### src/sv/lss_pkg.sv
// Shared types and constants for the LED strip frame serializer.
// No dependencies; imported by every module of the block.
`default_nettype none

package lss_pkg;

  // command codes carried in the input tuser
  typedef logic [2:0] cmd_t;
  localparam cmd_t CMD_SCALE  = 3'd0;
  localparam cmd_t CMD_BLEND  = 3'd1;
  localparam cmd_t CMD_MIRROR = 3'd2;
  localparam cmd_t CMD_READ   = 3'd3;
  localparam cmd_t CMD_START  = 3'd4;
  localparam cmd_t CMD_TICK   = 3'd5;

  // configuration register indexes
  typedef logic [0:0] cfg_idx_t;
  localparam cfg_idx_t CFG_SHORT_WAIT = 1'd0;
  localparam cfg_idx_t CFG_LONG_WAIT  = 1'd1;

  localparam logic [7:0] SHORT_WAIT_RST = 8'd2;
  localparam logic [7:0] LONG_WAIT_RST  = 8'd7;

  localparam int BITS_PER_PIXEL = 24;
  localparam int BITS_PER_BYTE  = 8;

  localparam int IN_DATA_W  = 72;
  localparam int OUT_DATA_W = 40;

  // one pixel, green in the top byte so bit 23 goes out first
  typedef struct packed {
    logic [7:0] green;
    logic [7:0] red;
    logic [7:0] blue;
  } rgb_t;

  typedef logic signed [11:0] frac_t;

endpackage

`default_nettype wire

### src/sv/lss_color_unit.sv
// Color arithmetic: Q8 scaled write and clamped Q8 blend for one pixel.
// Purely combinational; uses lss_pkg.
`default_nettype none

module lss_color_unit (
  input  lss_pkg::rgb_t  color_a,
  input  lss_pkg::rgb_t  color_b,
  input  lss_pkg::frac_t fraction,
  input  logic           blend,
  output lss_pkg::rgb_t  color_out
);
  import lss_pkg::*;

  // c * f / 256 toward zero, clamped to 0..255
  function automatic logic [7:0] scale_chan(input logic [7:0] c, input frac_t f);
    logic signed [20:0] p;
    p = $signed({1'b0, c}) * f;
    if (p <= 21'sd0)
      scale_chan = 8'd0;
    else if (p[20:16] != 5'd0)
      scale_chan = 8'hFF;
    else
      scale_chan = p[15:8];
  endfunction

  // (f*a + (256-f)*b) / 256 for f in 0..256
  function automatic logic [7:0] blend_chan(input logic [7:0] a, input logic [7:0] b,
                                            input logic [8:0] f);
    logic [16:0] s;
    s = 17'(f * a) + 17'((9'd256 - f) * b);
    blend_chan = s[16] ? 8'hFF : s[15:8];
  endfunction

  logic [8:0] f9;
  logic       f_over;
  logic       f_neg;

  assign f9     = fraction[8:0];
  assign f_neg  = fraction[11];
  assign f_over = !fraction[11] && (fraction > 12'sd256);

  // per-channel select between scale, first color, second color and blend
  always_comb begin
    if (!blend) begin
      color_out.green = scale_chan(color_a.green, fraction);
      color_out.red   = scale_chan(color_a.red,   fraction);
      color_out.blue  = scale_chan(color_a.blue,  fraction);
    end else if (f_over) begin
      color_out = color_a;
    end else if (f_neg) begin
      color_out = color_b;
    end else begin
      color_out.green = blend_chan(color_a.green, color_b.green, f9);
      color_out.red   = blend_chan(color_a.red,   color_b.red,   f9);
      color_out.blue  = blend_chan(color_a.blue,  color_b.blue,  f9);
    end
  end

endmodule

`default_nettype wire

### src/sv/lss_frame_store.sv
// Frame buffer: one 24-bit row per pixel, per-row valid bits, registered read
// with write-to-read forwarding. Uses lss_pkg.
`default_nettype none

module lss_frame_store #(
  parameter int PIXELS = 64,
  parameter int ROW_W  = 6
) (
  input  logic                 clk,
  input  logic                 rst_n,
  input  logic                 rd_en,
  input  logic [ROW_W-1:0]     rd_addr,
  output lss_pkg::rgb_t        rd_data,
  input  logic                 wr_en,
  input  logic [ROW_W-1:0]     wr_addr,
  input  lss_pkg::rgb_t        wr_data
);
  import lss_pkg::*;

  rgb_t              mem [PIXELS];
  logic [PIXELS-1:0] row_vld_r;
  rgb_t              mem_q_r;
  logic              vld_q_r;
  logic              fwd_r;
  rgb_t              fwd_data_r;

  // storage array, no reset
  always_ff @(posedge clk) begin
    if (wr_en) begin
      mem[wr_addr] <= wr_data;
    end
    if (rd_en) begin
      mem_q_r <= mem[rd_addr];
    end
  end

  // row valid bits: an unwritten row reads as zero
  always_ff @(posedge clk) begin
    if (!rst_n) begin
      row_vld_r <= '0;
    end else if (wr_en) begin
      row_vld_r[wr_addr] <= 1'b1;
    end
  end

  // read-side flags, forward a write to the row being read
  always_ff @(posedge clk) begin
    if (!rst_n) begin
      vld_q_r <= 1'b0;
      fwd_r   <= 1'b0;
    end else if (rd_en) begin
      vld_q_r <= row_vld_r[rd_addr];
      fwd_r   <= wr_en && (wr_addr == rd_addr);
    end
  end

  always_ff @(posedge clk) begin
    if (rd_en) begin
      fwd_data_r <= wr_data;
    end
  end

  assign rd_data = fwd_r ? fwd_data_r : (vld_q_r ? mem_q_r : '0);

endmodule

`default_nettype wire

### src/sv/led_strip_frame_serializer.sv
// Top level of the LED strip frame serializer: input register, frame store
// access stage and result register. Uses lss_pkg, lss_color_unit, lss_frame_store.
//
//  channel  dir  handshake                 payload
//  in_      in   in_tvalid/in_tready       in_tuser command, in_tdata fields
//  out_     out  out_tvalid/out_tready     out_tdata fields, out_tlast frame_done
//  cfg_     in   cfg_wr_en                 cfg_addr index, cfg_wr_data value
//
// One item per clock sustained while out_tready stays high; each item passes through
// three stages in order (input register, frame store read, result register) before
// its result is offered. Forwarding from the write stage to the store read lets
// back-to-back items see each other's writes.
// Reset is synchronous; frame store rows carry valid bits, so no clearing pass.
// Each stage holds while the one after it is full and stalled.
`default_nettype none

module led_strip_frame_serializer #(
  parameter int PIXELS = 64
) (
  input  logic                          clk,
  input  logic                          rst_n,
  input  logic                          in_tvalid,
  output logic                          in_tready,
  // [5:0] pixel_index, [13:6] green_a, [21:14] red_a, [29:22] blue_a,
  // [37:30] green_b, [45:38] red_b, [53:46] blue_b, [65:54] fraction
  input  logic [lss_pkg::IN_DATA_W-1:0] in_tdata,
  input  lss_pkg::cmd_t                 in_tuser,   // [2:0] command
  output logic                          out_tvalid,
  input  logic                          out_tready,
  // [7:0] read_green, [15:8] read_red, [23:16] read_blue, [24] bit_sent,
  // [25] bit_value, [34:26] high_time, [35] refresh_active
  output logic [lss_pkg::OUT_DATA_W-1:0] out_tdata,
  output logic                          out_tlast,  // frame_done
  input  logic                          cfg_wr_en,
  input  lss_pkg::cfg_idx_t             cfg_addr,
  input  logic [7:0]                    cfg_wr_data
);
  import lss_pkg::*;

  localparam int ROW_W = (PIXELS > 1) ? $clog2(PIXELS) : 1;
  localparam logic [7:0] PIX8     = 8'(PIXELS);
  localparam logic [4:0] LAST_BIT = 5'(BITS_PER_PIXEL - 1);

  // configuration
  logic [7:0] short_wait_r;
  logic [7:0] long_wait_r;

  always_ff @(posedge clk) begin
    if (!rst_n) begin
      short_wait_r <= SHORT_WAIT_RST;
      long_wait_r  <= LONG_WAIT_RST;
    end else if (cfg_wr_en) begin
      unique case (cfg_addr)
        CFG_SHORT_WAIT: short_wait_r <= cfg_wr_data;
        CFG_LONG_WAIT:  long_wait_r  <= cfg_wr_data;
        default: ;
      endcase
    end
  end

  // stage enables
  logic out_valid_r, s2_valid_r, s1_valid_r;
  logic out_en, s2_en, s1_en;

  assign out_en    = !out_valid_r || out_tready;
  assign s2_en     = !s2_valid_r || out_en;
  assign s1_en     = !s1_valid_r || s2_en;
  assign in_tready = s1_en;

  // input register
  cmd_t       s1_cmd_r;
  logic [5:0] s1_pix_r;
  rgb_t       s1_a_r, s1_b_r;
  frac_t      s1_frac_r;

  always_ff @(posedge clk) begin
    if (!rst_n) begin
      s1_valid_r <= 1'b0;
    end else if (s1_en) begin
      s1_valid_r <= in_tvalid;
    end
  end

  always_ff @(posedge clk) begin
    if (s1_en) begin
      s1_cmd_r  <= in_tuser;
      s1_pix_r  <= in_tdata[5:0];
      s1_a_r    <= {in_tdata[13:6], in_tdata[21:14], in_tdata[29:22]};
      s1_b_r    <= {in_tdata[37:30], in_tdata[45:38], in_tdata[53:46]};
      s1_frac_r <= in_tdata[65:54];
    end
  end

  // stage 1 decode
  logic [7:0]       s1_pix8;
  logic             s1_pix_ok;
  logic [7:0]       s1_mir8;
  logic [ROW_W-1:0] s1_row, s1_wr_row, s1_rd_row;
  logic             s1_wr, s1_tick;
  rgb_t             s1_color;

  assign s1_pix8   = {2'b00, s1_pix_r};
  assign s1_pix_ok = s1_pix8 < PIX8;
  assign s1_mir8   = PIX8 - s1_pix8;
  assign s1_row    = s1_pix8[ROW_W-1:0];

  // refresh counters: pixel row and bit within the pixel
  logic             sending_r;
  logic [ROW_W-1:0] pix_cnt_r;
  logic [4:0]       bit_cnt_r;
  logic             last_bit;

  assign s1_tick   = (s1_cmd_r == CMD_TICK) && sending_r;
  assign s1_rd_row = s1_tick ? pix_cnt_r : s1_row;
  assign last_bit  = (bit_cnt_r == LAST_BIT) && (32'(pix_cnt_r) == PIXELS - 1);

  always_comb begin
    s1_wr     = 1'b0;
    s1_wr_row = s1_row;
    case (s1_cmd_r)
      CMD_SCALE, CMD_BLEND: s1_wr = s1_pix_ok;
      CMD_MIRROR: begin
        s1_wr     = s1_pix_ok && (s1_pix_r != 6'd0);
        s1_wr_row = s1_mir8[ROW_W-1:0];
      end
      default: ;
    endcase
  end

  lss_color_unit u_color (
    .color_a  (s1_a_r),
    .color_b  (s1_b_r),
    .fraction (s1_frac_r),
    .blend    (s1_cmd_r == CMD_BLEND),
    .color_out(s1_color)
  );

  // refresh state advances as the item leaves stage 1
  always_ff @(posedge clk) begin
    if (!rst_n) begin
      sending_r <= 1'b0;
      pix_cnt_r <= '0;
      bit_cnt_r <= '0;
    end else if (s1_valid_r && s2_en) begin
      if (s1_cmd_r == CMD_START) begin
        sending_r <= 1'b1;
      end else if (s1_tick) begin
        if (last_bit) begin
          sending_r <= 1'b0;
          pix_cnt_r <= '0;
          bit_cnt_r <= '0;
        end else if (bit_cnt_r == LAST_BIT) begin
          pix_cnt_r <= pix_cnt_r + 1'b1;
          bit_cnt_r <= '0;
        end else begin
          bit_cnt_r <= bit_cnt_r + 5'd1;
        end
      end
    end
  end

  // stage 2 register
  cmd_t             s2_cmd_r;
  logic             s2_pix_ok_r, s2_wr_r, s2_mirror_r, s2_sent_r, s2_done_r, s2_active_r;
  logic [ROW_W-1:0] s2_wr_row_r;
  logic [4:0]       s2_bit_r;
  rgb_t             s2_color_r;

  always_ff @(posedge clk) begin
    if (!rst_n) begin
      s2_valid_r <= 1'b0;
    end else if (s2_en) begin
      s2_valid_r <= s1_valid_r;
    end
  end

  always_ff @(posedge clk) begin
    if (s2_en) begin
      s2_cmd_r    <= s1_cmd_r;
      s2_pix_ok_r <= s1_pix_ok;
      s2_wr_r     <= s1_wr;
      s2_mirror_r <= (s1_cmd_r == CMD_MIRROR);
      s2_wr_row_r <= s1_wr_row;
      s2_sent_r   <= s1_tick;
      s2_done_r   <= s1_tick && last_bit;
      s2_active_r <= (s1_cmd_r == CMD_START) || (sending_r && !(s1_tick && last_bit));
      s2_bit_r    <= bit_cnt_r;
      s2_color_r  <= s1_color;
    end
  end

  // frame store: read as the item enters stage 2, write as it leaves
  rgb_t rd_data, wr_data;
  logic wr_en;

  assign wr_en   = s2_valid_r && out_en && s2_wr_r;
  assign wr_data = s2_mirror_r ? rd_data : s2_color_r;

  lss_frame_store #(
    .PIXELS(PIXELS),
    .ROW_W (ROW_W)
  ) u_store (
    .clk    (clk),
    .rst_n  (rst_n),
    .rd_en  (s2_en),
    .rd_addr(s1_rd_row),
    .rd_data(rd_data),
    .wr_en  (wr_en),
    .wr_addr(s2_wr_row_r),
    .wr_data(wr_data)
  );

  // result fields
  logic [23:0] rd_bits;
  logic [4:0]  bit_idx;
  logic        s2_bval;
  logic [8:0]  s2_htime;
  rgb_t        s2_read;

  assign rd_bits  = rd_data;
  assign bit_idx  = LAST_BIT - s2_bit_r;
  assign s2_bval  = s2_sent_r && rd_bits[bit_idx];
  assign s2_htime = s2_sent_r ? ({1'b0, short_wait_r} + (s2_bval ? {1'b0, long_wait_r} : 9'd0))
                              : 9'd0;
  assign s2_read  = (s2_cmd_r == CMD_READ && s2_pix_ok_r) ? rd_data : '0;

  // result register
  rgb_t       out_read_r;
  logic       out_sent_r, out_bval_r, out_active_r, out_done_r;
  logic [8:0] out_htime_r;

  always_ff @(posedge clk) begin
    if (!rst_n) begin
      out_valid_r <= 1'b0;
    end else if (out_en) begin
      out_valid_r <= s2_valid_r;
    end
  end

  always_ff @(posedge clk) begin
    if (out_en) begin
      out_read_r   <= s2_read;
      out_sent_r   <= s2_sent_r;
      out_bval_r   <= s2_bval;
      out_htime_r  <= s2_htime;
      out_active_r <= s2_active_r;
      out_done_r   <= s2_done_r;
    end
  end

  assign out_tvalid = out_valid_r;
  assign out_tlast  = out_done_r;
  assign out_tdata  = {4'd0, out_active_r, out_htime_r, out_bval_r, out_sent_r,
                       out_read_r.blue, out_read_r.red, out_read_r.green};

  // checks
  a_bit_cnt_range: assert property (@(posedge clk) disable iff (!rst_n)
    bit_cnt_r <= LAST_BIT)
    else $error("bit counter beyond last bit of a pixel");

  a_pix_cnt_range: assert property (@(posedge clk) disable iff (!rst_n)
    32'(pix_cnt_r) < PIXELS)
    else $error("pixel counter beyond strip length");

  a_idle_counters: assert property (@(posedge clk) disable iff (!rst_n)
    !sending_r |-> (pix_cnt_r == '0 && bit_cnt_r == 5'd0))
    else $error("refresh counters not rewound while idle");

  a_done_stops: assert property (@(posedge clk) disable iff (!rst_n)
    (out_valid_r && out_done_r) |-> (out_sent_r && !out_active_r))
    else $error("frame done without last bit or with refresh still active");

  a_no_pulse_no_time: assert property (@(posedge clk) disable iff (!rst_n)
    (out_valid_r && !out_sent_r) |-> (out_htime_r == 9'd0 && !out_bval_r))
    else $error("high time reported without a pulse");

endmodule

`default_nettype wire
### config.mk
export PLATFORM = sky130hd
export DESIGN_NAME = led_strip_frame_serializer
export DESIGN_NICKNAME = d
export VERILOG_FILES = /design/src/sv/lss_pkg.sv /design/src/sv/lss_color_unit.sv /design/src/sv/lss_frame_store.sv /design/src/sv/led_strip_frame_serializer.sv
export SDC_FILE = /design/constraint.sdc
export NUM_CORES = 2
export LEC_CHECK = 0
export BUFFER_PORTS_ARGS = -buffer_cell sky130_fd_sc_hd__buf_2
export CORE_ASPECT_RATIO = 0.5
export CORE_MARGIN = 10
export CORE_UTILIZATION = 61
export CTS_BUF_LIST = sky130_fd_sc_hd__clkbuf_4 sky130_fd_sc_hd__clkbuf_8
export DETAILED_ROUTE_END_ITERATION = 12
export HOLD_SLACK_MARGIN = 0.1
export MAX_ROUTING_LAYER = met4
export PLACE_DENSITY = 0.79
export SKIP_LAST_GASP = 1
export SYNTH_ARGS = -nofsm -noshare
export SYNTH_HDL_FRONTEND = slang
export SYNTH_SLANG_ARGS = --single-unit
### constraint.sdc
create_clock -name clk -period 7.6 [get_ports clk]
set_input_delay 1.52 -clock clk [delete_from_list [all_inputs] [get_ports clk]]
set_output_delay 1.52 -clock clk [all_outputs]
set_load 0.02 [all_outputs]
==> reports/results.ini <==
[run_status]
run_status = completed

[place]
place_hpwl_um = 148000
place.gp.congestion = 0.946
portBuffers = 121

[layout]
nNetsFinal = 7641
n_fill_cell = 10200
final_cell_mix = 1733 x edfxtp_1, 806 x inv_1, 625 x fa_1
drive_above_1_share = 0.181
final_common_cell = edfxtp_1
area_growth_pct = 8.86

[pwr]
clockPowerShare = 0.211
leakage_nw = 39.4
pwr-share-comb = 0.428
p_int_mw = 21.9
power_mw = 35.0
power_density_nw_per_um2 = 334
vdd_ir_drop_max_mv = 0.471
sw_frac_of_total = 0.374
p_switching_mw = 13.1
sequentialPowerShare = 0.361

[global_routing]
grt_pass1_vias = 59700
grt_max_degree = 113
grtUsageTotal = 0.277
grt.overflow.total = 0
antenna_found_initial = 8
grt_pass1_wl_um = 359000

[timing]
worst_slew_pin_slew_ps = 1200
max_freq_mhz = 136
maxSlewHeadroom = 0.201
tns_ps = 0
finalSetupViolCount = 0
skew_ps = 110
hold_viol = 0
period_share = 0.970
slew_viol_final = 0
grt_setup_unrepaired = true
fin_crit_ps = 7370

[floorplan]
io_pins = 132
rows = 102
chipWidth_um = 581
core-area_um2 = 156000
design.die.area_um2 = 175000
die_h_um = 301
initial_utilization = 0.618

[synth]
seq_area_frac_synth = 0.561
synth_edf_count = 1733
yosysTopAreaCellShare = 0.541
yosys_warnings = 0
synthDistinctLibCells = 71
synth_top_area_cell = edfxtp_1
ys_ff_latch = 1830
ys_top_cells_by_area = edfxtp_1 54%, fa_1 13%, mux4_2 9.3%
syn_inst = 6405
avgSynthCellArea_um2 = 15.0
syn_area_um2 = 96200
async_reset_ff_frac = 0
yosys_most_used_dff = edfxtp_1

[critical_path]
cp_data_required_time_ps = 8200
cpMostUsedCell = fa_1
worst_setup_path_end_kind = register
reg2reg_slack_ps = 230
timing.rr.start = s1_frac_r[0]$_DFFE_PP_
critPathBufInv = 5
r2r_end = s2_color_r[7]$_DFFE_PN_
start_kind = register
path_cells = inv_1, ha_1, nand2_1, xor2_1, buf_4, and2_1, fa_1, fa_1, fa_1, fa_1, fa_1, inv_1, fa_1, inv_1, ha_1, nor2_1, or4b_2, nand2_1, o221ai_1, xnor2_1, buf_4, nand2_1, nor2_1, o22ai_1
path_max_fanout = 8
crit_family = adder cells
path_class = register to register
r2r_cells = 24
cp.arrival_ps = 7970
slowest_delay_ps = 680
crit_slowest_cell = or4b_2

[clock_network]
htreeDepth = 4
clock-sinks = 1830
cts_buffers = 245
root_buffer = clkbuf_8
cts_hold_buf = 0
insertion_delay_ps = 960
clk_pin_slew_worst_paths_ps = 70
cts_tree = yes
cts_max_path_buffers = 4

[route]
dr.pass1.iters = 6
vias_per_cell = 6.27
wirelength_um = 234000
initialDrtViolationCount = 6709
vias = 55900
antenna_left = 0
drc = 0
wl_per_cell_um = 26.3

[worst_hold_path]
hold_path_depth = 0
min_from = s2_active_r$_DFFE_PN_
holdPathEnd = out_active_r$_DFFE_PP_
hold_path_class = register to register

[flow_run]
maxCapViolations = 0

-- worst max-delay path by stage --
stage | to | from | cells past startpoint | slack, ps
after floorplan | s2_color_r[5]$_DFFE_PN_ | s1_frac_r[4]$_DFFE_PP_ | 25 | 670
after global placement | s2_color_r[17]$_DFFE_PN_ | s1_frac_r[5]$_DFFE_PP_ | 25 | 60
after detailed placement | s2_color_r[9]$_DFFE_PN_ | s1_frac_r[5]$_DFFE_PP_ | 25 | -70
after CTS | s2_color_r[17]$_DFFE_PN_ | s1_frac_r[5]$_DFFE_PP_ | 25 | 140
after global routing | s2_color_r[17]$_DFFE_PN_ | s1_frac_r[2]$_DFFE_PP_ | 26 | -20
final | s2_color_r[7]$_DFFE_PN_ | s1_frac_r[0]$_DFFE_PP_ | 24 | 230
-- synth_stat cells (5+ instances only) --
library cell / number
nand3_1: 33
o21a_1: 81
buf_1: 27
mux4_2: 395
nand4_1: 16
nor2_1: 194
nand3b_1: 7
a22oi_1: 79
nor4_1: 15
xor2_1: 30
a211oi_1: 62
o211ai_1: 12
a21o_1: 20
dfxtp_1: 97
buf_2: 35
and2_1: 468
xnor2_1: 107
inv_1: 808
edfxtp_1: 1733
a21boi_0: 14
a31oi_1: 109
nand2b_1: 10
o22ai_1: 13
a21oi_1: 88
mux2i_1: 14
o221ai_1: 25
nand2_1: 520
o21ai_0: 56
buf_4: 23
nor3_1: 29
clkbuf_1: 208
fa_1: 625
ha_1: 300
or3_1: 5
o21bai_1: 9
buf_6: 20
nor2b_1: 19
a211oi_2: 45
-- flip-flops by register name, indices dropped and copies added (netlist names), 3 cells and up --
name,flops
bit_cnt_r,5
long_wait_r,8
out_htime_r,9
out_tdata,24
pix_cnt_r,6
s1_a_r,24
s1_b_r,24
s1_cmd_r,3
s1_frac_r,12
s1_pix_r,6
s2_bit_r,5
s2_cmd_r,3
s2_color_r,24
s2_wr_row_r,6
short_wait_r,8
u_store.fwd_data_r,24
u_store.mem,1536
u_store.mem_q_r,24
u_store.row_vld_r,64
-- per-stage QoR --
stage          utilization  hold slack [ps]  instances  instance area, um2  setup slack [ps]
2_1_floorplan            -              400       6408               96200               673
3_3_place_gp         0.641              408       8456               99800              55.7
3_5_place_dp         0.641              410       8456               99800             -65.7
4_1_cts              0.672              424       8900              105000               139
5_1_grt              0.672              460       8907              105000             -15.4
6_report             0.672              421       8908              105000               227
-- power groups by stage --
stage                     Sequential, mW  Combinational, mW  Clock (mW)
final                               12.6               15.0        7.38
after floorplan                     12.8               10.5           0
after global routing                12.6               16.7        7.91
after detailed placement            12.8               14.5           0
after global placement              12.8               13.8           0
after CTS                           12.6               14.6        7.47
-- routing by layer --
layer / GRT usage / routed length [um]
met4: 0.109 / 10500
met5: - / 0
met3: 0.0567 / 24800
met2: 0.438 / 112000
met1: 0.358 / 86900
-- cells by family after synthesis --
kind of cell | after synthesis | share of synthesized area
buf+inv | 1122 | 0.0467
fa+ha+maj | 925 | 0.169
xor+xnor | 137 | 0.0125
other cells | 1 | 0.0000390
simple gates | 1334 | 0.0677
compound gates | 643 | 0.0480
flops | 1830 | 0.561
mux | 413 | 0.0945
-- cell type report --
type                            instances  area (um2)  share of cell area
Clock buffer                          344        4170              0.0399
Timing Repair Buffer                  286        1970              0.0188
Clock inverter                         99         586             0.00559
Antenna cell                            5        12.5            0.000120
Sequential cell                      1830       54000               0.516
Tap cell                             2080        2600              0.0249
Inverter                              808        3040              0.0290
Multi-Input combinational cell       3456       38300               0.366
-- worst reg2reg max path, delay by kind of cell (launching register included) --
kind,cells,cell delay (ps)
buffers and inverters,5,640
AO/OA/AOI/OAI,2,250
XOR/XNOR,2,720
AND/OR/NAND/NOR,7,1560
flip-flops,1,510
adder cells (fa/ha/maj),8,3420
-- timing repair --
action,4_1_cts,5_1_grt
setup buffers,1,3
pin swaps,1,6
gates cloned,0,0
gates resized for setup,1,11
setup endpoints to repair,8,23
Power figures use the tool's default switching activity.
